<file path="src/rtl/fba_pkg.sv">
// Shared constants, codes and control types of the frame bitmap allocator.
// Used by fba_ctrl, fba_datapath and frame_bitmap_allocator; depends on nothing.
package fba_pkg;

    localparam int MAX_FRAMES_DEFAULT = 4096;

    localparam int FRAME_W    = 20;
    localparam int SIZE_W     = 13;
    localparam int KIND_W     = 2;
    localparam int CFG_IDX_W  = 3;
    localparam int CFG_DATA_W = 20;

    // Bitmap storage: one memory word holds 32 frames, a byte holds 8.
    localparam int WORD_BITS  = 32;
    localparam int WORD_SHIFT = 5;
    localparam int BYTE_BITS  = 8;
    localparam int BYTE_SHIFT = 3;

    localparam logic [BYTE_BITS-1:0] BYTE_FULL  = 8'hFF;
    localparam logic [BYTE_BITS-1:0] FIRST_MARK = 8'h01;

    localparam logic [KIND_W-1:0] KIND_INIT    = 2'd0;
    localparam logic [KIND_W-1:0] KIND_ALLOC   = 2'd1;
    localparam logic [KIND_W-1:0] KIND_RELEASE = 2'd2;
    localparam logic [KIND_W-1:0] KIND_UNUSED  = 2'd3;

    localparam logic [CFG_IDX_W-1:0] REG_BASE_FRAME     = 3'd0;
    localparam logic [CFG_IDX_W-1:0] REG_POOL_SIZE      = 3'd1;
    localparam logic [CFG_IDX_W-1:0] REG_INFO_FRAME     = 3'd2;
    localparam logic [CFG_IDX_W-1:0] REG_RESERVED_BASE  = 3'd3;
    localparam logic [CFG_IDX_W-1:0] REG_RESERVED_COUNT = 3'd4;

    localparam logic [SIZE_W-1:0] POOL_SIZE_RESET = 13'd4096;

    typedef struct packed {
        logic capture;
        logic sweep_en;
        logic sweep_zero;
        logic scan_en;
        logic rel_read;
        logic rel_write;
        logic load_out;
    } fba_cmd_t;

    typedef struct packed {
        logic sweep_last;
        logic hit;
        logic miss;
        logic refuse;
        logic out_busy;
    } fba_stat_t;

endpackage

</file>
<file path="src/rtl/fba_ctrl.sv">
// Controller of the frame bitmap allocator: sequences clearing, initialise,
// allocate and release transactions. Depends on fba_pkg.
module fba_ctrl (
    input  logic                         clk,
    input  logic                         rst_n,
    input  logic                         in_valid,
    input  logic [fba_pkg::KIND_W-1:0]   kind,
    output logic                         in_ready,
    input  fba_pkg::fba_stat_t           stat,
    output fba_pkg::fba_cmd_t            cmd
);
    import fba_pkg::*;

    localparam logic [2:0] S_CLEAR     = 3'd0;
    localparam logic [2:0] S_IDLE      = 3'd1;
    localparam logic [2:0] S_INIT      = 3'd2;
    localparam logic [2:0] S_SCAN      = 3'd3;
    localparam logic [2:0] S_REL_CHECK = 3'd4;
    localparam logic [2:0] S_REL_WRITE = 3'd5;
    localparam logic [2:0] S_FINISH    = 3'd6;

    logic [2:0] state_reg;
    logic [2:0] state_next;

    always_ff @(posedge clk or negedge rst_n)
    begin
        if (!rst_n)
        begin
            state_reg <= S_CLEAR;
        end
        else
        begin
            state_reg <= state_next;
        end
    end

    always_comb
    begin
        state_next = state_reg;
        cmd        = '0;
        in_ready   = 1'b0;
        unique case (state_reg)
            S_CLEAR:
            begin
                cmd.sweep_en   = 1'b1;
                cmd.sweep_zero = 1'b1;
                if (stat.sweep_last)
                begin
                    state_next = S_IDLE;
                end
            end
            S_IDLE:
            begin
                in_ready = 1'b1;
                if (in_valid)
                begin
                    cmd.capture = 1'b1;
                    unique case (kind)
                        KIND_INIT:    state_next = S_INIT;
                        KIND_ALLOC:   state_next = S_SCAN;
                        KIND_RELEASE: state_next = S_REL_CHECK;
                        KIND_UNUSED:  state_next = S_FINISH;
                    endcase
                end
            end
            S_INIT:
            begin
                cmd.sweep_en = 1'b1;
                if (stat.sweep_last)
                begin
                    state_next = S_FINISH;
                end
            end
            S_SCAN:
            begin
                cmd.scan_en = 1'b1;
                if (stat.hit || stat.miss)
                begin
                    state_next = S_FINISH;
                end
            end
            S_REL_CHECK:
            begin
                if (stat.refuse)
                begin
                    state_next = S_FINISH;
                end
                else
                begin
                    cmd.rel_read = 1'b1;
                    state_next   = S_REL_WRITE;
                end
            end
            S_REL_WRITE:
            begin
                cmd.rel_write = 1'b1;
                state_next    = S_FINISH;
            end
            S_FINISH:
            begin
                // The result waits here until the output register is free.
                if (!stat.out_busy)
                begin
                    cmd.load_out = 1'b1;
                    state_next   = S_IDLE;
                end
            end
            default:
            begin
                state_next = S_IDLE;
            end
        endcase
    end

endmodule

</file>
<file path="config.mk">
export PLATFORM = sky130hd
export DESIGN_NAME = fba_ctrl
export DESIGN_NICKNAME = d
export VERILOG_FILES = /design/src/rtl/fba_pkg.sv /design/src/rtl/fba_ctrl.sv
export SDC_FILE = /design/constraint.sdc
export NUM_CORES = 1
export LEC_CHECK = 0
export BUFFER_PORTS_ARGS = -buffer_cell sky130_fd_sc_hd__buf_2
export CELL_PAD_IN_SITES_DETAIL_PLACEMENT = 2
export CELL_PAD_IN_SITES_GLOBAL_PLACEMENT = 2
export CORE_MARGIN = 5
export CORE_UTILIZATION = 21
export DETAILED_ROUTE_END_ITERATION = 10
export PLACE_DENSITY = 0.72
export SYNTH_ARGS = -nofsm -noshare
export SYNTH_HDL_FRONTEND = slang
export SYNTH_SLANG_ARGS = --single-unit
export TNS_END_PERCENT = 1
</file>
<file path="constraint.sdc">
create_clock -name clk -period 1.68 [get_ports clk]
set_input_delay 0.504 -clock clk [delete_from_list [all_inputs] [get_ports clk]]
set_output_delay 0.504 -clock clk [all_outputs]
set_load 0.02 [all_outputs]
</file>
; Word-level counts from Yosys, hierarchy flattened
; Cells that the tools add are included.
[word_totals]
ff_bits = 3
inputBits = 10
elab_cells = 39
[op_classes]
n_eq_ne = 14
mux = 19
reduce_logical = 5
[ops]
columns = cell, count
row1 = $pmux W3 S7, 1
row2 = $mux W3, 5
row3 = $pmux W3 S4, 1
row4 = $mux W1, 11
row5 = $ne A2 B2 Y1 const B, 5
row6 = $eq A3 B3 Y1 const B, 3
row7 = $eq A3 B2 Y1 const B, 2
row8 = $reduce_and A5 Y1, 1
row9 = $eq A2 B2 Y1 const B, 2
row10 = $eq A3 B1 Y1 const B, 1
row11 = $logic_not A3 Y1, 1
row12 = $eq A2 B1 Y1 const B, 1
row13 = $logic_not A2 Y1, 1
row14 = $mux W2, 1
row15 = $reduce_or A2 Y1, 1
row16 = $logic_or A1 B1 Y1, 1

; Logic depth before layout (Yosys ltp)
[depth]
depth_word = 4
depth_mapped = 5

; Worst setup path before layout
; OpenSTA, ideal clock, no wires.
[synth_path]
kind = reg2out
from = register state_reg[0]
to = output port cmd[2] (netlist bit)
arrival_time_ps = 1326
required_time_ps = 1176
path_slack_ps = -150
stages_incl_launch_ff = 3
n_path_buf = 1
path_cell_list = dfrtp_1 -> buf_2 -> nor4b_1
[synth_lines]
columns = element, line_no
row1 = start: declaration, fba_ctrl.sv:22  ; logic [2:0] state_reg;
row2 = start signal: assignment, fba_ctrl.sv:33  ; state_reg <= state_next;
row3 = end: declaration, fba_ctrl.sv:10  ; output fba_pkg::fba_cmd_t cmd

==> results.yml <==
finish:
  final_common_cell: "buf_4"
  multiInputGateArea_um2: 251
  largest_reg_flops: 3
  register_area_um2: 78.8
  final_cell_mix: "buf_4 (11), buf_2 (10), buf_6 (8)"
  final_layout_size_suffix_gt1_share_pct: 73.1
  fillers: 168
  utilization_pct: 41.2
  diodes: 0
  nets: 78
  instances_no_fill: 83
  syn_to_final_growth_pct: 92.5
sta:
  finalHoldViolations: 0
  min_period_ps: 1690
  setup-violations-final: 1
  max_freq_mhz: 591
  maxSlewHeadroom_pct: 85.6
  rsz0062_at_grt: "yes"
  whs_ps: 64.6
  skew_ps: 2.13
  slew_violations: 0
  fin_crit_sh_pct: 101
  setup_ws_ps: -12.8
  worstMarginPinSlew_ps: 214
cts:
  path_clk_slew_ps: 40
  holdBufCountCts: 0
  insertion_delay_ps: 230
  cts_sinks: 3
  tritoncts: "yes"
  cts_root_buffer: "clkbuf_4"
  cts_htree_levels: 1
  clockBufferDepth: 2
  cts_buffers: 3
worst_setup_path:
  crit_chain: "and2b_2, and2_4, buf_6"
  r2r_cells: 6
  cp.required_ps: 1180
  crit_end: "cmd[3]"
  worstSetupStartpoint: "state_reg[0]"
  worst_path_max_delay_cell: "dfrtp_2"
  crit_type: "reg -> out"
  reg2reg_slack_ps: 60
  arrival_ps: 1190
  r2r_end: "state_reg[1]"
  slowest_delay_ps: 470
  critPathMaxFanout: 8
  end_kind: "primary output"
  rr_startpoint: "state_reg[0]"
  startpoint_type: "flop"
yosys:
  yosysUniqueCellTypes: 25
  syn_nets: 47
  ys_seq_elements: 3
  syn-cell-area_um2: 315
  synth_cells: 37
  ys_seq_area_share_pct: 23.8
  syn_avg_cell_area_um2: 8.52
  ys.warnings.count: 0
route:
  ant_nets: 0
  drt_first_pass_iters: 4
  vias: 390
  routedWlPerCell_um: 16.4
  via_per_inst: 4.70
  remaining_drc_errors: 0
  wl_um: 1360
  drtIter0Drc: 1
global_routing:
  grt_start_max_net_pins: 9
  antenna_found_initial: 0
  overflow: 0
  grt_usage_pct: 10.9
  grt_pass1_vias: 422
  grt_pass1_wl_um: 1940
hold_path:
  hold_path.class: "in -> async"
floorplan:
  die-area_um2: 2380
  fp.dieH_um: 48.8
  die_w_um: 48.8
  io_pins: 18
  rows: 14
  coreArea_um2: 1470
  start_util_pct: 21.4
pwr:
  ir_worst_vdd_uv: 816
  leakage_nw: 0.299
  p_per_area_nw_per_um2: 2020
placed_design:
  place_inst: 70
  place_congestion: 0.624
  place.detailed.hpwl_um: 842
  io_buffer_count: 17
flow_run:
  drv_cap: 0
outcome:
  violations: "setup timing"
  status: "complete, but fails checks"
==> kinds of logic (layout without fill, tap and decap cells) <==
| group | count (synthesis) | in the layout | synth area share, % |
|---|---|---|---|
| buffers and inverters | 5 | 35 | 11.1 |
| multiplexers | 1 | 1 | 4.76 |
| AND/OR/NAND/NOR | 19 | 19 | 38.9 |
| flip-flops | 3 | 3 | 23.8 |
| AO/OA/AOI/OAI | 9 | 9 | 21.4 |
==> power by group <==
part           leakage (nW)  switching [mW]  internal (mW)  total (mW)
logic                 0.252           0.384          0.487       0.872
clock network        0.0150          0.0392         0.0892       0.128
registers            0.0322           0.109          0.120       0.229
total                 0.299           0.532          0.696        1.23
==> stage by stage <==
step / setup slack (ps) / area (um^2) / power [mW] / setup TNS, ps
floorplan: 108 / 322 / 0.602 / 0
global placement: 124 / 422 / 0.735 / 0
detailed placement: 114 / 422 / 0.749 / 0
CTS: -42.4 / 518 / 1.04 / -48.1
global route: -61.2 / 607 / 1.32 / -275
finish: -12.8 / 607 / 1.23 / -12.8
==> Yosys cell counts <==
master    n  area [um^2]
buf_6     2         22.5
or2_1     1         6.26
nor4b_1   1         8.76
nor3b_2   1         12.5
nor3_1    2         10.0
a21boi_0  2         15.0
dfrtp_1   3         75.1
buf_2     1         5.00
a21oi_2   1         8.76
o21ai_2   1         8.76
inv_1     2         7.51
nor2_1    3         11.3
and2b_2   1         8.76
nand2_1   3         11.3
a21oi_1   1         5.00
nor2b_2   1         8.76
o31ai_1   2         15.0
and3_1    1         6.26
a32o_1    1         10.0
nor2_2    1         6.26
nand3_2   1         10.0
and3b_2   1         10.0
o21ai_0   1         5.00
mux2_4    1         15.0
and2_1    2         12.5
==> per-layer routing <==
layer | track usage, % | wire [um] | vias up
met4 | 4.04 | 0 | 0
met2 | 19.3 | 797 | 9
met1 | 10.4 | 521 | 192
li1 | - | - | 189
met3 | 5.83 | 43 | 0
met5 | 0 | 0 | -
==> critical path: cells and delay by family (launching register included) <==
family	cells	cell delay, ps
DFF	1	470
buffers and inverters	1	120
and+or+nand+nor	2	370
==> layout make-up <==
cell class                 count  share of cell area, %
clock buffer                   4                   4.33
sequential                     3                   13.0
multi-input combinational     29                   41.4
inverter                       2                   1.24
tap                           16                   3.30
timing repair buffer          29                   36.7
==> worst min-delay path by stage <==
stage                        end  depth (start not counted)
finish              state_reg[2]                          1
CTS                 state_reg[2]                          1
global route        state_reg[2]                          1
floorplan           state_reg[0]                          0
global placement    state_reg[0]                          1
detailed placement  state_reg[2]                          1
==> what timing repair did <==
item	in CTS	in global routing
setup buffers	7	2
pin swaps	0	3
resized for setup	7	19
endpoints found under the setup margin	6	7
endpoints found under the hold margin	0	0
Note: power is estimated with default switching activity, not from simulation.
