--- src/rtl/fba_pkg.sv ---
// Shared constants, codes and control types of the frame bitmap allocator.
// Used by fba_ctrl, fba_datapath and frame_bitmap_allocator; depends on nothing.
package fba_pkg;

    localparam int MAX_FRAMES_DEFAULT = 4096;

    localparam int FRAME_W    = 20;
    localparam int SIZE_W     = 13;
    localparam int KIND_W     = 2;
    localparam int CFG_IDX_W  = 3;
    localparam int CFG_DATA_W = 20;

    // Bitmap storage: one memory word holds 32 frames, a byte holds 8.
    localparam int WORD_BITS  = 32;
    localparam int WORD_SHIFT = 5;
    localparam int BYTE_BITS  = 8;
    localparam int BYTE_SHIFT = 3;

    localparam logic [BYTE_BITS-1:0] BYTE_FULL  = 8'hFF;
    localparam logic [BYTE_BITS-1:0] FIRST_MARK = 8'h01;

    localparam logic [KIND_W-1:0] KIND_INIT    = 2'd0;
    localparam logic [KIND_W-1:0] KIND_ALLOC   = 2'd1;
    localparam logic [KIND_W-1:0] KIND_RELEASE = 2'd2;
    localparam logic [KIND_W-1:0] KIND_UNUSED  = 2'd3;

    localparam logic [CFG_IDX_W-1:0] REG_BASE_FRAME     = 3'd0;
    localparam logic [CFG_IDX_W-1:0] REG_POOL_SIZE      = 3'd1;
    localparam logic [CFG_IDX_W-1:0] REG_INFO_FRAME     = 3'd2;
    localparam logic [CFG_IDX_W-1:0] REG_RESERVED_BASE  = 3'd3;
    localparam logic [CFG_IDX_W-1:0] REG_RESERVED_COUNT = 3'd4;

    localparam logic [SIZE_W-1:0] POOL_SIZE_RESET = 13'd4096;

    typedef struct packed {
        logic capture;
        logic sweep_en;
        logic sweep_zero;
        logic scan_en;
        logic rel_read;
        logic rel_write;
        logic load_out;
    } fba_cmd_t;

    typedef struct packed {
        logic sweep_last;
        logic hit;
        logic miss;
        logic refuse;
        logic out_busy;
    } fba_stat_t;

endpackage

--- src/rtl/fba_datapath.sv ---
// Datapath of the frame bitmap allocator: configuration registers, the bitmap
// memory, the word scanner, release checks and the output register. Depends on fba_pkg.
module fba_datapath #(
    parameter int MAX_FRAMES = fba_pkg::MAX_FRAMES_DEFAULT
) (
    input  logic                             clk,
    input  logic                             rst_n,
    input  logic                             cfg_write,
    input  logic [fba_pkg::CFG_IDX_W-1:0]    cfg_index,
    input  logic [fba_pkg::CFG_DATA_W-1:0]   cfg_data,
    input  logic [fba_pkg::FRAME_W-1:0]      frame_number,
    input  fba_pkg::fba_cmd_t                cmd,
    output fba_pkg::fba_stat_t               stat,
    output logic                             out_valid,
    input  logic                             out_ready,
    output logic [fba_pkg::FRAME_W-1:0]      granted_frame,
    output logic                             found,
    output logic                             released
);
    import fba_pkg::*;

    localparam int DEPTH   = (MAX_FRAMES + WORD_BITS - 1) / WORD_BITS;
    localparam int AW      = (DEPTH > 1) ? $clog2(DEPTH) : 1;
    localparam int NW      = $clog2(DEPTH + 1);
    localparam int LW      = $clog2(MAX_FRAMES + 1);
    localparam int SZW     = (LW > SIZE_W) ? LW : SIZE_W;
    localparam int IW      = AW + WORD_SHIFT;
    localparam int BPW     = WORD_BITS / BYTE_BITS;
    localparam int BSH     = $clog2(BPW);
    localparam int INIT_SW = FRAME_W - BYTE_SHIFT;
    localparam int INIT_EW = INIT_SW + 1;

    // Configuration registers.
    logic [FRAME_W-1:0] base_frame_reg;
    logic [SIZE_W-1:0]  pool_size_reg;
    logic [FRAME_W-1:0] info_frame_reg;
    logic [FRAME_W-1:0] reserved_base_reg;
    logic [SIZE_W-1:0]  reserved_count_reg;

    // Captured transaction and initialise pattern bounds.
    logic [FRAME_W-1:0] frame_reg;
    logic               init_ok_reg;
    logic               info_zero_reg;
    logic [INIT_SW-1:0] init_start_reg;
    logic [INIT_EW-1:0] init_end_reg;

    // Sequencing counters.
    logic [AW-1:0]      sweep_idx_reg;
    logic [NW-1:0]      issue_idx_reg;
    logic               inflight_valid_reg;
    logic [AW-1:0]      inflight_idx_reg;

    // Result staging and output register.
    logic [FRAME_W-1:0] res_grant_reg;
    logic               res_found_reg;
    logic               res_released_reg;
    logic               out_valid_reg;
    logic [FRAME_W-1:0] out_grant_reg;
    logic               out_found_reg;
    logic               out_released_reg;

    // Bitmap memory.
    logic [WORD_BITS-1:0] mem [DEPTH];
    logic [WORD_BITS-1:0] rdata_reg;

    logic [SZW-1:0]        pool_ext;
    logic [LW-1:0]         live_size;
    logic [NW-1:0]         full_words;
    logic [WORD_SHIFT-1:0] tail_bits;
    logic [NW-1:0]         nwords;
    logic                  issue_more;
    logic [WORD_BITS-1:0]  word_mask;
    logic [WORD_BITS-1:0]  free_bits;
    logic                  free_any;
    logic [WORD_SHIFT-1:0] free_pos;
    logic [IW-1:0]         grant_idx;
    logic                  hit;

    logic [FRAME_W-1:0]    map_frame;
    logic [FRAME_W:0]      res_end;
    logic [FRAME_W:0]      pool_end;
    logic [FRAME_W-1:0]    rel_diff;
    logic [IW-1:0]         rel_idx;
    logic [AW-1:0]         rel_word;
    logic [WORD_SHIFT-1:0] rel_bit;

    logic [FRAME_W-1:0]    init_diff;
    logic [WORD_BITS-1:0]  pattern;
    logic [AW+BSH-1:0]     byte_idx;

    logic                  wr_en;
    logic [AW-1:0]         wr_addr;
    logic [WORD_BITS-1:0]  wr_data;
    logic                  rd_en;
    logic [AW-1:0]         rd_addr;

    // Pool geometry; a pool larger than the bitmap is clipped to it.
    assign pool_ext   = SZW'(pool_size_reg);
    assign live_size  = (pool_ext > SZW'(MAX_FRAMES)) ? LW'(MAX_FRAMES) : LW'(pool_ext);
    assign full_words = NW'(live_size >> WORD_SHIFT);
    assign tail_bits  = WORD_SHIFT'(live_size);
    assign nwords     = NW'(({1'b0, live_size} + (LW+1)'(WORD_BITS - 1)) >> WORD_SHIFT);
    assign issue_more = issue_idx_reg < nwords;

    // Lowest free frame of the word returned by the memory.
    always_comb
    begin
        if (NW'(inflight_idx_reg) < full_words)
        begin
            word_mask = '1;
        end
        else if (NW'(inflight_idx_reg) == full_words)
        begin
            word_mask = (WORD_BITS'(1) << tail_bits) - WORD_BITS'(1);
        end
        else
        begin
            word_mask = '0;
        end
        free_bits = ~rdata_reg & word_mask;
        free_any  = |free_bits;
        free_pos  = '0;
        for (int k = WORD_BITS - 1; k >= 0; k--)
        begin
            if (free_bits[k])
            begin
                free_pos = WORD_SHIFT'(k);
            end
        end
    end

    assign grant_idx = {inflight_idx_reg, free_pos};
    assign hit       = inflight_valid_reg && free_any;

    // Release checks; the bounds are taken one bit wider so that they do not wrap.
    assign map_frame = (info_frame_reg == '0) ? base_frame_reg : info_frame_reg;
    assign res_end   = {1'b0, reserved_base_reg} + (FRAME_W+1)'(reserved_count_reg);
    assign pool_end  = {1'b0, base_frame_reg} + (FRAME_W+1)'(live_size);
    assign rel_diff  = frame_reg - base_frame_reg;
    assign rel_idx   = IW'(rel_diff);
    assign rel_word  = rel_idx[IW-1:WORD_SHIFT];
    assign rel_bit   = rel_idx[WORD_SHIFT-1:0];

    assign stat.refuse = (frame_reg == map_frame)
                      || ((frame_reg >= reserved_base_reg) && ({1'b0, frame_reg} < res_end))
                      || (frame_reg < base_frame_reg)
                      || ({1'b0, frame_reg} >= pool_end);

    // Initialise pattern of the word under the sweep: whole reserved bytes,
    // and the first frame when the bitmap lives in the pool itself.
    assign init_diff = reserved_base_reg - base_frame_reg;

    always_comb
    begin
        pattern  = '0;
        byte_idx = '0;
        for (int m = 0; m < BPW; m++)
        begin
            byte_idx = {sweep_idx_reg, BSH'(m)};
            if (init_ok_reg && (INIT_EW'(byte_idx) >= INIT_EW'(init_start_reg))
                && (INIT_EW'(byte_idx) < init_end_reg))
            begin
                pattern[m*BYTE_BITS +: BYTE_BITS] = BYTE_FULL;
            end
        end
        if (info_zero_reg && (sweep_idx_reg == '0))
        begin
            pattern[BYTE_BITS-1:0] = pattern[BYTE_BITS-1:0] | FIRST_MARK;
        end
    end

    assign stat.sweep_last = (sweep_idx_reg == AW'(DEPTH - 1));
    assign stat.hit        = hit;
    assign stat.miss       = (nwords == '0)
                          || (inflight_valid_reg && !free_any
                              && (NW'(inflight_idx_reg) == nwords - NW'(1)));
    assign stat.out_busy   = out_valid_reg && !out_ready;

    // Memory port selection.
    always_comb
    begin
        wr_en   = 1'b0;
        wr_addr = sweep_idx_reg;
        wr_data = pattern;
        if (cmd.sweep_en)
        begin
            wr_en   = 1'b1;
            wr_addr = sweep_idx_reg;
            wr_data = cmd.sweep_zero ? '0 : pattern;
        end
        else if (cmd.scan_en && hit)
        begin
            wr_en   = 1'b1;
            wr_addr = inflight_idx_reg;
            wr_data = rdata_reg | (WORD_BITS'(1) << free_pos);
        end
        else if (cmd.rel_write)
        begin
            wr_en   = 1'b1;
            wr_addr = rel_word;
            wr_data = rdata_reg & ~(WORD_BITS'(1) << rel_bit);
        end
    end

    assign rd_en   = (cmd.scan_en && issue_more) || cmd.rel_read;
    assign rd_addr = cmd.rel_read ? rel_word : issue_idx_reg[AW-1:0];

    always_ff @(posedge clk)
    begin
        if (wr_en)
        begin
            mem[wr_addr] <= wr_data;
        end
        if (rd_en)
        begin
            rdata_reg <= mem[rd_addr];
        end
    end

    // Configuration registers.
    always_ff @(posedge clk or negedge rst_n)
    begin
        if (!rst_n)
        begin
            base_frame_reg     <= '0;
            pool_size_reg      <= POOL_SIZE_RESET;
            info_frame_reg     <= '0;
            reserved_base_reg  <= '0;
            reserved_count_reg <= '0;
        end
        else if (cfg_write)
        begin
            unique case (cfg_index)
                REG_BASE_FRAME:     base_frame_reg     <= cfg_data;
                REG_POOL_SIZE:      pool_size_reg      <= cfg_data[SIZE_W-1:0];
                REG_INFO_FRAME:     info_frame_reg     <= cfg_data;
                REG_RESERVED_BASE:  reserved_base_reg  <= cfg_data;
                REG_RESERVED_COUNT: reserved_count_reg <= cfg_data[SIZE_W-1:0];
                default:
                begin
                end
            endcase
        end
    end

    // Control counters and the output valid flag.
    always_ff @(posedge clk or negedge rst_n)
    begin
        if (!rst_n)
        begin
            sweep_idx_reg      <= '0;
            issue_idx_reg      <= '0;
            inflight_valid_reg <= 1'b0;
            out_valid_reg      <= 1'b0;
        end
        else
        begin
            if (cmd.capture)
            begin
                sweep_idx_reg <= '0;
            end
            else if (cmd.sweep_en)
            begin
                sweep_idx_reg <= stat.sweep_last ? '0 : sweep_idx_reg + AW'(1);
            end

            if (cmd.capture)
            begin
                issue_idx_reg      <= '0;
                inflight_valid_reg <= 1'b0;
            end
            else if (cmd.scan_en)
            begin
                inflight_valid_reg <= issue_more;
                if (issue_more)
                begin
                    issue_idx_reg <= issue_idx_reg + NW'(1);
                end
            end

            if (cmd.load_out)
            begin
                out_valid_reg <= 1'b1;
            end
            else if (out_ready)
            begin
                out_valid_reg <= 1'b0;
            end
        end
    end

    // Payload registers.
    always_ff @(posedge clk)
    begin
        if (cmd.capture)
        begin
            frame_reg        <= frame_number;
            init_ok_reg      <= reserved_base_reg >= base_frame_reg;
            info_zero_reg    <= info_frame_reg == '0;
            init_start_reg   <= init_diff[FRAME_W-1:BYTE_SHIFT];
            init_end_reg     <= {1'b0, init_diff[FRAME_W-1:BYTE_SHIFT]}
                                + INIT_EW'(reserved_count_reg >> BYTE_SHIFT);
            res_grant_reg    <= '0;
            res_found_reg    <= 1'b0;
            res_released_reg <= 1'b0;
        end
        else
        begin
            if (cmd.scan_en && hit)
            begin
                res_grant_reg <= base_frame_reg + FRAME_W'(grant_idx);
                res_found_reg <= 1'b1;
            end
            if (cmd.rel_write)
            begin
                res_released_reg <= 1'b1;
            end
        end

        if (cmd.scan_en && issue_more)
        begin
            inflight_idx_reg <= issue_idx_reg[AW-1:0];
        end

        if (cmd.load_out)
        begin
            out_grant_reg    <= res_grant_reg;
            out_found_reg    <= res_found_reg;
            out_released_reg <= res_released_reg;
        end
    end

    assign out_valid     = out_valid_reg;
    assign granted_frame = out_grant_reg;
    assign found         = out_found_reg;
    assign released      = out_released_reg;

endmodule

--- config.mk ---
export PLATFORM = sky130hd
export DESIGN_NAME = fba_datapath
export DESIGN_NICKNAME = d
export VERILOG_FILES = /design/src/rtl/fba_pkg.sv /design/src/rtl/fba_datapath.sv
export SDC_FILE = /design/constraint.sdc
export NUM_CORES = 2
export LEC_CHECK = 0
export BUFFER_PORTS_ARGS = -buffer_cell sky130_fd_sc_hd__buf_2
export CORE_MARGIN = 5
export CORE_UTILIZATION = 40
export CTS_BUF_LIST = sky130_fd_sc_hd__clkbuf_8
export CTS_CLUSTER_SIZE = 14
export DETAILED_ROUTE_END_ITERATION = 16
export PLACE_DENSITY_LB_ADDON = 0.2
export SETUP_SLACK_MARGIN = 0.3
export SYNTH_ARGS = -nofsm -noshare
export SYNTH_HDL_FRONTEND = slang
export SYNTH_SLANG_ARGS = --single-unit
--- constraint.sdc ---
create_clock -name clk -period 15.8 [get_ports clk]
set_input_delay 0.79 -clock clk [delete_from_list [all_inputs] [get_ports clk]]
set_output_delay 0.79 -clock clk [all_outputs]
set_load 0.01 [all_outputs]
---- Word level (Yosys, flattened, before mapping) ----
Memory sizes are Yosys's and may differ from the RTL's. A register that Yosys moved wholly into a read port is not among the register bits.
Cells that the tools add are included.
operators by class
  $add $sub $neg .......................... 11
  $lt $le $gt $ge ......................... 16
  equal/unequal tests ..................... 8
  shifts and indexed selects .............. 3
  muxes and demuxes ....................... 64
  bitwise logic cells ..................... 5
  reduce and logical (&&, ||, !) cells .... 38
operators by type and width
  operator                                                              number
  32-bit 2-to-1 mux                                                     6
  5-bit 2-to-1 mux                                                      32
  1-bit by 5-bit left shift with 32-bit output, first input constant    3
  9-bit by 18-bit < comparator with 1-bit output                        4
  9-bit by 17-bit >= comparator with 1-bit output                       4
  32-bit AND                                                            2
  32-bit NOT                                                            2
  8-bit 2-to-1 mux                                                      7
  7-bit 2-to-1 mux                                                      7
  20-bit by 13-bit adder with 21-bit output                             2
  20-bit >= comparator                                                  2
  32-bit bitwise OR                                                     1
  32-bit OR reduction                                                   1
  32-bit by 2-bit subtractor with 32-bit output, second input constant  1
  20-bit by 21-bit >= comparator with 1-bit output                      1
  20-bit by 21-bit < comparator with 1-bit output                       1
  20-bit by 12-bit adder with 20-bit output                             1
  20-bit == test                                                        1
  20-bit logical NOT                                                    1
  20-bit < comparator                                                   1
  20-bit 2-to-1 mux                                                     1
  20-bit subtractor                                                     1
  17-bit by 10-bit adder with 18-bit output                             1
  7-bit by 8-bit == test with 1-bit output                              2
  other kinds (22)                                                      60
word-level totals
  bits in registers ....................... 211
  RAM bits ................................ 4096
  output and inout port bits .............. 28
  memories kept ........................... 1
memory list
  memory  words  width  read ports  clocked after memory_dff  write ports  RTL line            RTL
  mem     128    32     1           1                         1            fba_datapath.sv:63  logic [WORD_BITS-1:0] mem [DEPTH];

---- Longest topological paths before layout ----
  depth in word-level cells ............... 43
  mapped depth ............................ 29
  depth with buffers taken out ............ 24

---- Worst setup path before layout ----
No wires, ideal clock.
  path type ............................... flip-flop to flip-flop
  start point ............................. register pool_size_reg[12], in the netlist pool_ext[12]
  end point ............................... memory mem[0][10], data pin
  setup time .............................. 1.795 ns
  arrival time ............................ 12.454 ns
  required time ........................... 14.005 ns
  path slack .............................. 1.552 ns
  stages on the path, launching flop included .. 21
  period minus slack after synthesis ...... 14.248 ns
  path through ............................ dfstp_2 > buf_2 > clkbuf_1 > buf_2 > buf_1 > nor2b_1 > ha_1 > nand4_1 > clkbuf_1 > nor4_2 > nand4_1 > a2111oi_1 > a311oi_2 > nand3b_1 > o41ai_4 > inv_2 > nand2_1 > buf_2 > o21ai_0 > o21ai_0 > o311ai_0
on the way
  elaborated cells on any way between the ends .. 48
  those cells by class .................... add/sub (1); order compare (2); eq/ne (1); shift (2); mux (37); bitwise (2); reduce/logical (3)
RTL lines
  item                                           RTL line             RTL
  from (decl)                                    fba_datapath.sv:35   logic [SIZE_W-1:0] pool_size_reg;
  from (signal assigned)                         fba_datapath.sv:235  REG_POOL_SIZE: pool_size_reg <= cfg_data[SIZE_W-1:0];
  13-bit greater-than comparator                 fba_datapath.sv:99   assign live_size = (pool_ext > SZW'(MAX_FRAMES)) ? LW'(MAX_FRAMES) : LW'(pool_ext);
  13-bit 2-to-1 mux (*)                          fba_datapath.sv:99
  1-bit by 5-bit left shift with 32-bit output   fba_datapath.sv:114  word_mask = (WORD_BITS'(1) << tail_bits) - WORD_BITS'(1);
  32-bit by 2-bit subtractor with 32-bit output  fba_datapath.sv:114
  32-bit 2-to-1 mux                              fba_datapath.sv:112  else if (NW'(inflight_idx_reg) == full_words)
  32-bit 2-to-1 mux (*)                          fba_datapath.sv:108  if (NW'(inflight_idx_reg) < full_words)
  32-bit AND (*)                                 fba_datapath.sv:120  free_bits = ~rdata_reg & word_mask;
  32-bit OR reduction (*)                        fba_datapath.sv:121  free_any = |free_bits;
  1-bit logical AND (*)                          fba_datapath.sv:133  assign hit = inflight_valid_reg && free_any;
  net hit                                        fba_datapath.sv:77   logic hit;
  1-bit logical AND (*)                          fba_datapath.sv:191  else if (cmd.scan_en && hit)
  32-bit 2-to-1 mux (*)                          fba_datapath.sv:191
  32-bit 2-to-1 mux (*)                          fba_datapath.sv:185  if (cmd.sweep_en)
  net wr_data[10]                                fba_datapath.sv:93   logic [WORD_BITS-1:0] wr_data;
  to (decl)                                      fba_datapath.sv:63
The timed path passes the listed nets; every way through them passes the cells marked *.

---- Worst setup path after layout ----
  start point ............................. register pool_size_reg[12], in the netlist pool_ext[12]
  end point ............................... memory mem[24][10], enable pin
on the way
  cells in the longest elaborated chain, start to end .. 14
  elaborated cells on any way between the ends .. 18
  those cells by class .................... add/sub (1); order compare (2); eq/ne (1); shift (1); mux (9); bitwise (1); reduce/logical (3)
RTL lines
  item                                           RTL line             RTL
  13-bit greater-than comparator                 fba_datapath.sv:99
  13-bit 2-to-1 mux (*)                          fba_datapath.sv:99
  1-bit by 5-bit left shift with 32-bit output   fba_datapath.sv:114
  32-bit by 2-bit subtractor with 32-bit output  fba_datapath.sv:114
  32-bit 2-to-1 mux                              fba_datapath.sv:112
  32-bit 2-to-1 mux (*)                          fba_datapath.sv:108
  32-bit AND (*)                                 fba_datapath.sv:120
  32-bit OR reduction (*)                        fba_datapath.sv:121
  1-bit logical AND (*)                          fba_datapath.sv:133
  1-bit logical AND (*)                          fba_datapath.sv:191
  1-bit 2-to-1 mux                               fba_datapath.sv:191
  1-bit 2-to-1 mux                               fba_datapath.sv:185
  1-bit 2-to-1 mux                               fba_datapath.sv:210  if (wr_en)
  1-bit 2-to-1 mux (implied by the code)         fba_datapath.sv:212  mem[wr_addr] <= wr_data;
Mark *: on every way between the ends. The rest lies on a longest branch, timed or not.

==> impl_metrics.json <==
{
  "status": "finished, violations left",
  "violations": "capacitance limit",
  "cts_buffer_depth": 4,
  "ys_warn_count": 0,
  "hold_violations": 0,
  "drv_slew": 0,
  "port-buffer-count": 81,
  "cp_num_buf_inv": 3,
  "syn2layout_area_growth_pct": 12.2,
  "fin_crit_ns": 8.64,
  "drtIter0Drc": 14700,
  "slew_headroom": 0.0146,
  "synth-main-ff-cell": "edfxtp_1",
  "cap_viol_max_count": 1,
  "clkSinkCount": 4339,
  "synth_area_mm2": 0.179,
  "ctsRootBufferMaster": "clkbuf_8",
  "yosysUniqueCellTypes": 101,
  "cts_setup_buffers": 0,
  "cts_made_buffers": 709,
  "synth.area.top_cells": "edfxtp_1 71%, nand2_1 3.8%, mux4_2 2.4%, a211oi_1 2.3%, a31oi_1 1.9%",
  "final_nets": 12900,
  "worstHoldPathType": "primary input to async pin",
  "grt_pass1_wl_um": 806000,
  "cp_max_fo": 66,
  "synth-edff-count": 4214,
  "path_cells": "inv_2, nand2_1, ha_1, nand4b_1, nor4_2, nand4_1, a2111oi_1, a311oi_2, nand3b_1, o41ai_4, inv_2, nand2_2, buf_4, a311oi_1, and3_1, nand2_1, nor2_4",
  "hpwlAfterDp_um": 338000,
  "ios": 82,
  "antenna_found_initial": 45,
  "yosysTopAreaCell": "edfxtp_1",
  "largest_reg_flops": 4096,
  "post-route-period-util": 0.547,
  "synth_seq_area_share": 0.725,
  "critPathKind": "flip-flop to flip-flop",
  "r2r-start": "pool_ext[12]$_DFFE_PN1P_",
  "worst_setup_path_start_kind": "flip-flop",
  "cp.arrival_ns": 9.47,
  "reg2reg_depth": 17,
  "fmax_mhz": 116,
  "reg2reg_slack_ns": 7.16,
  "cp_slowest_cell": "nor2_4",
  "num_vias": 112000,
  "ctsResizeCount": 0,
  "async_flop_share": 0.0237,
  "fin_hold_ws_ns": 0.140,
  "setup_violations": 0,
  "ys_seq_elements": 4339,
  "h-tree-depth": 6,
  "skew_ns": 0.133,
  "mostFrequentLayoutCell": "edfxtp_1",
  "ant_nets": 0,
  "drt-pass1-iter-count": 6,
  "die_w_um": 679,
  "clk_pin_slew_ns": 0.06,
  "synth_nets": 12600,
  "powerDensity_mw_per_mm2": 166,
  "leakagePower_nw": 66.5,
  "timing.rr.end": "mem[24][10]$_DFFE_PP_",
  "rows": 245,
  "critPathMaxStageDelay_ns": 1.14,
  "drt-total-wl_um": 574000,
  "drc": 0,
  "holdBufCountCts": 44,
  "viasPerCell": 5.86,
  "ir_worst_vdd_v": 0.000113,
  "synthCells": 12400,
  "worst_skew_pair.late_latency_ns": 1.27,
  "die_y_um": 679,
  "core_area_mm2": 0.445,
  "layout_common_cells": "4,214 x edfxtp_1, 1,830 x nand2_1, 726 x clkbuf_8, 542 x a211oi_1, 532 x a31oi_1",
  "wl_per_cell_um": 30.0,
  "crit_path_end_kind": "flip-flop",
  "cts_tree": "yes",
  "worstMarginPinSlew_ns": 1.46,
  "dieArea_mm2": 0.461,
  "grt_util_all_layers": 0.241,
  "drive_above_1_share": 0.127,
  "rsz0062_at_grt": "false",
  "cp.required_ns": 16.63,
  "grt_max_degree": 178,
  "place_congestion": 0.893,
  "start_util": 0.401,
  "grt_pass1_vias": 108000,
  "avgSynthCellArea_um2": 14.4,
  "setup_tns_ns": 0,
  "overflow": 0,
  "synth_top_area_frac": 0.708,
  "path_delay_family": "simple AND/OR/NAND/NOR gates"
}
==> cell families after synthesis <==
logic type / count (synthesis) / synth area share
multiplexers: 591 / 0.0470
AO/OA/AOI/OAI: 2464 / 0.0950
adder cells (fa/ha/maj): 187 / 0.0133
AND/OR/NAND/NOR: 3743 / 0.0940
buffers and inverters: 936 / 0.0199
XOR/XNOR: 128 / 0.00627
flip-flops: 4339 / 0.725
==> stage by stage <==
stage	util	area, um2	std cells	setup WS, ns	power, mW
floorplan	-	179000	12400	1.55	19.7
global placement	0.420	187000	17800	7.36	24.0
detailed placement	0.420	187000	17800	7.39	24.1
CTS	0.450	201000	19100	7.31	33.3
global route	0.451	201000	19100	6.78	34.5
finish	0.451	201000	19200	7.16	33.3
==> how the worst max path moves through the flow <==
| stage | start | cells past startpoint | endpoint |
|---|---|---|---|
| 3_5_place_dp | pool_ext[3]$_DFFE_PN0P_ | 18 | mem[113][5]$_DFFE_PP_ |
| 3_3_place_gp | pool_ext[3]$_DFFE_PN0P_ | 18 | mem[49][31]$_DFFE_PP_ |
| 6_report | pool_ext[12]$_DFFE_PN1P_ | 17 | mem[24][10]$_DFFE_PP_ |
| 5_1_grt | pool_ext[1]$_DFFE_PN0P_ | 18 | mem[49][16]$_DFFE_PP_ |
| 4_1_cts | pool_ext[12]$_DFFE_PN1P_ | 16 | mem[2][11]$_DFFE_PP_ |
| 2_1_floorplan | pool_ext[12]$_DFFE_PN1P_ | 20 | mem[0][10]$_DFFE_PP_ |
==> area by class of cell <==
cell class | count | area, um2
fillers | 39200 | 245000
flip-flops and latches | 4339 | 130000
multi-input cells | 7113 | 47200
clock buffers | 726 | 9990
well taps | 5928 | 7420
clock inverters | 547 | 3140
repair buffers | 361 | 2920
inverters | 128 | 480
diodes | 20 | 50.0
==> synth_stat cells (13+ instances only) <==
cell / number
o21ai_0: 439
and2_1: 525
nand2b_1: 30
a32oi_1: 128
nor2_2: 33
mux2i_1: 330
o32ai_1: 96
a311oi_1: 14
o21bai_1: 22
a22oi_1: 98
o22ai_1: 41
nand2_1: 1834
buf_2: 24
inv_1: 124
a21oi_1: 137
buf_1: 74
nor4_1: 60
nor2_1: 605
and3_1: 13
dfxtp_1: 22
nand3_1: 262
nand4_1: 31
o21a_1: 30
mux2_2: 69
xnor2_1: 79
nor2b_1: 23
dfrtp_1: 102
mux4_2: 192
a31oi_1: 533
edfxtp_1: 4214
o2111ai_1: 101
ha_1: 182
nor3_1: 242
a21o_1: 50
or3_1: 17
or2_2: 15
xor2_1: 49
a211oi_1: 542
o211ai_1: 116
clkbuf_1: 706
==> metal layers <==
metal / global-route usage / wire, um
met1: 0.347 / 241000
met2: 0.364 / 256000
met3: 0.0510 / 56000
met4: 0.0835 / 22000
met5: 0 / 51
==> power by group <==
group | total, mW | leakage, nW | internal [mW] | switching, mW
combinational | 10.1 | 18.7 | 2.68 | 7.39
sequential | 14.0 | 40.2 | 13.5 | 0.436
clock | 9.24 | 7.56 | 4.67 | 4.57
==> worst register-to-register path: stages, from the launching register on <==
cell and delay, ns:
dfstp_2 1.03, inv_2 0.25, nand2_1 0.17, ha_1 0.19
nand4b_1 0.41, nor4_2 0.74, nand4_1 0.45, a2111oi_1 0.59
a311oi_2 0.11, nand3b_1 0.33, o41ai_4 0.22, inv_2 0.23
nand2_2 0.09, buf_4 0.35, a311oi_1 0.41, and3_1 0.68
nand2_1 0.85, nor2_4 1.17
(Power assumes the default switching activity.)
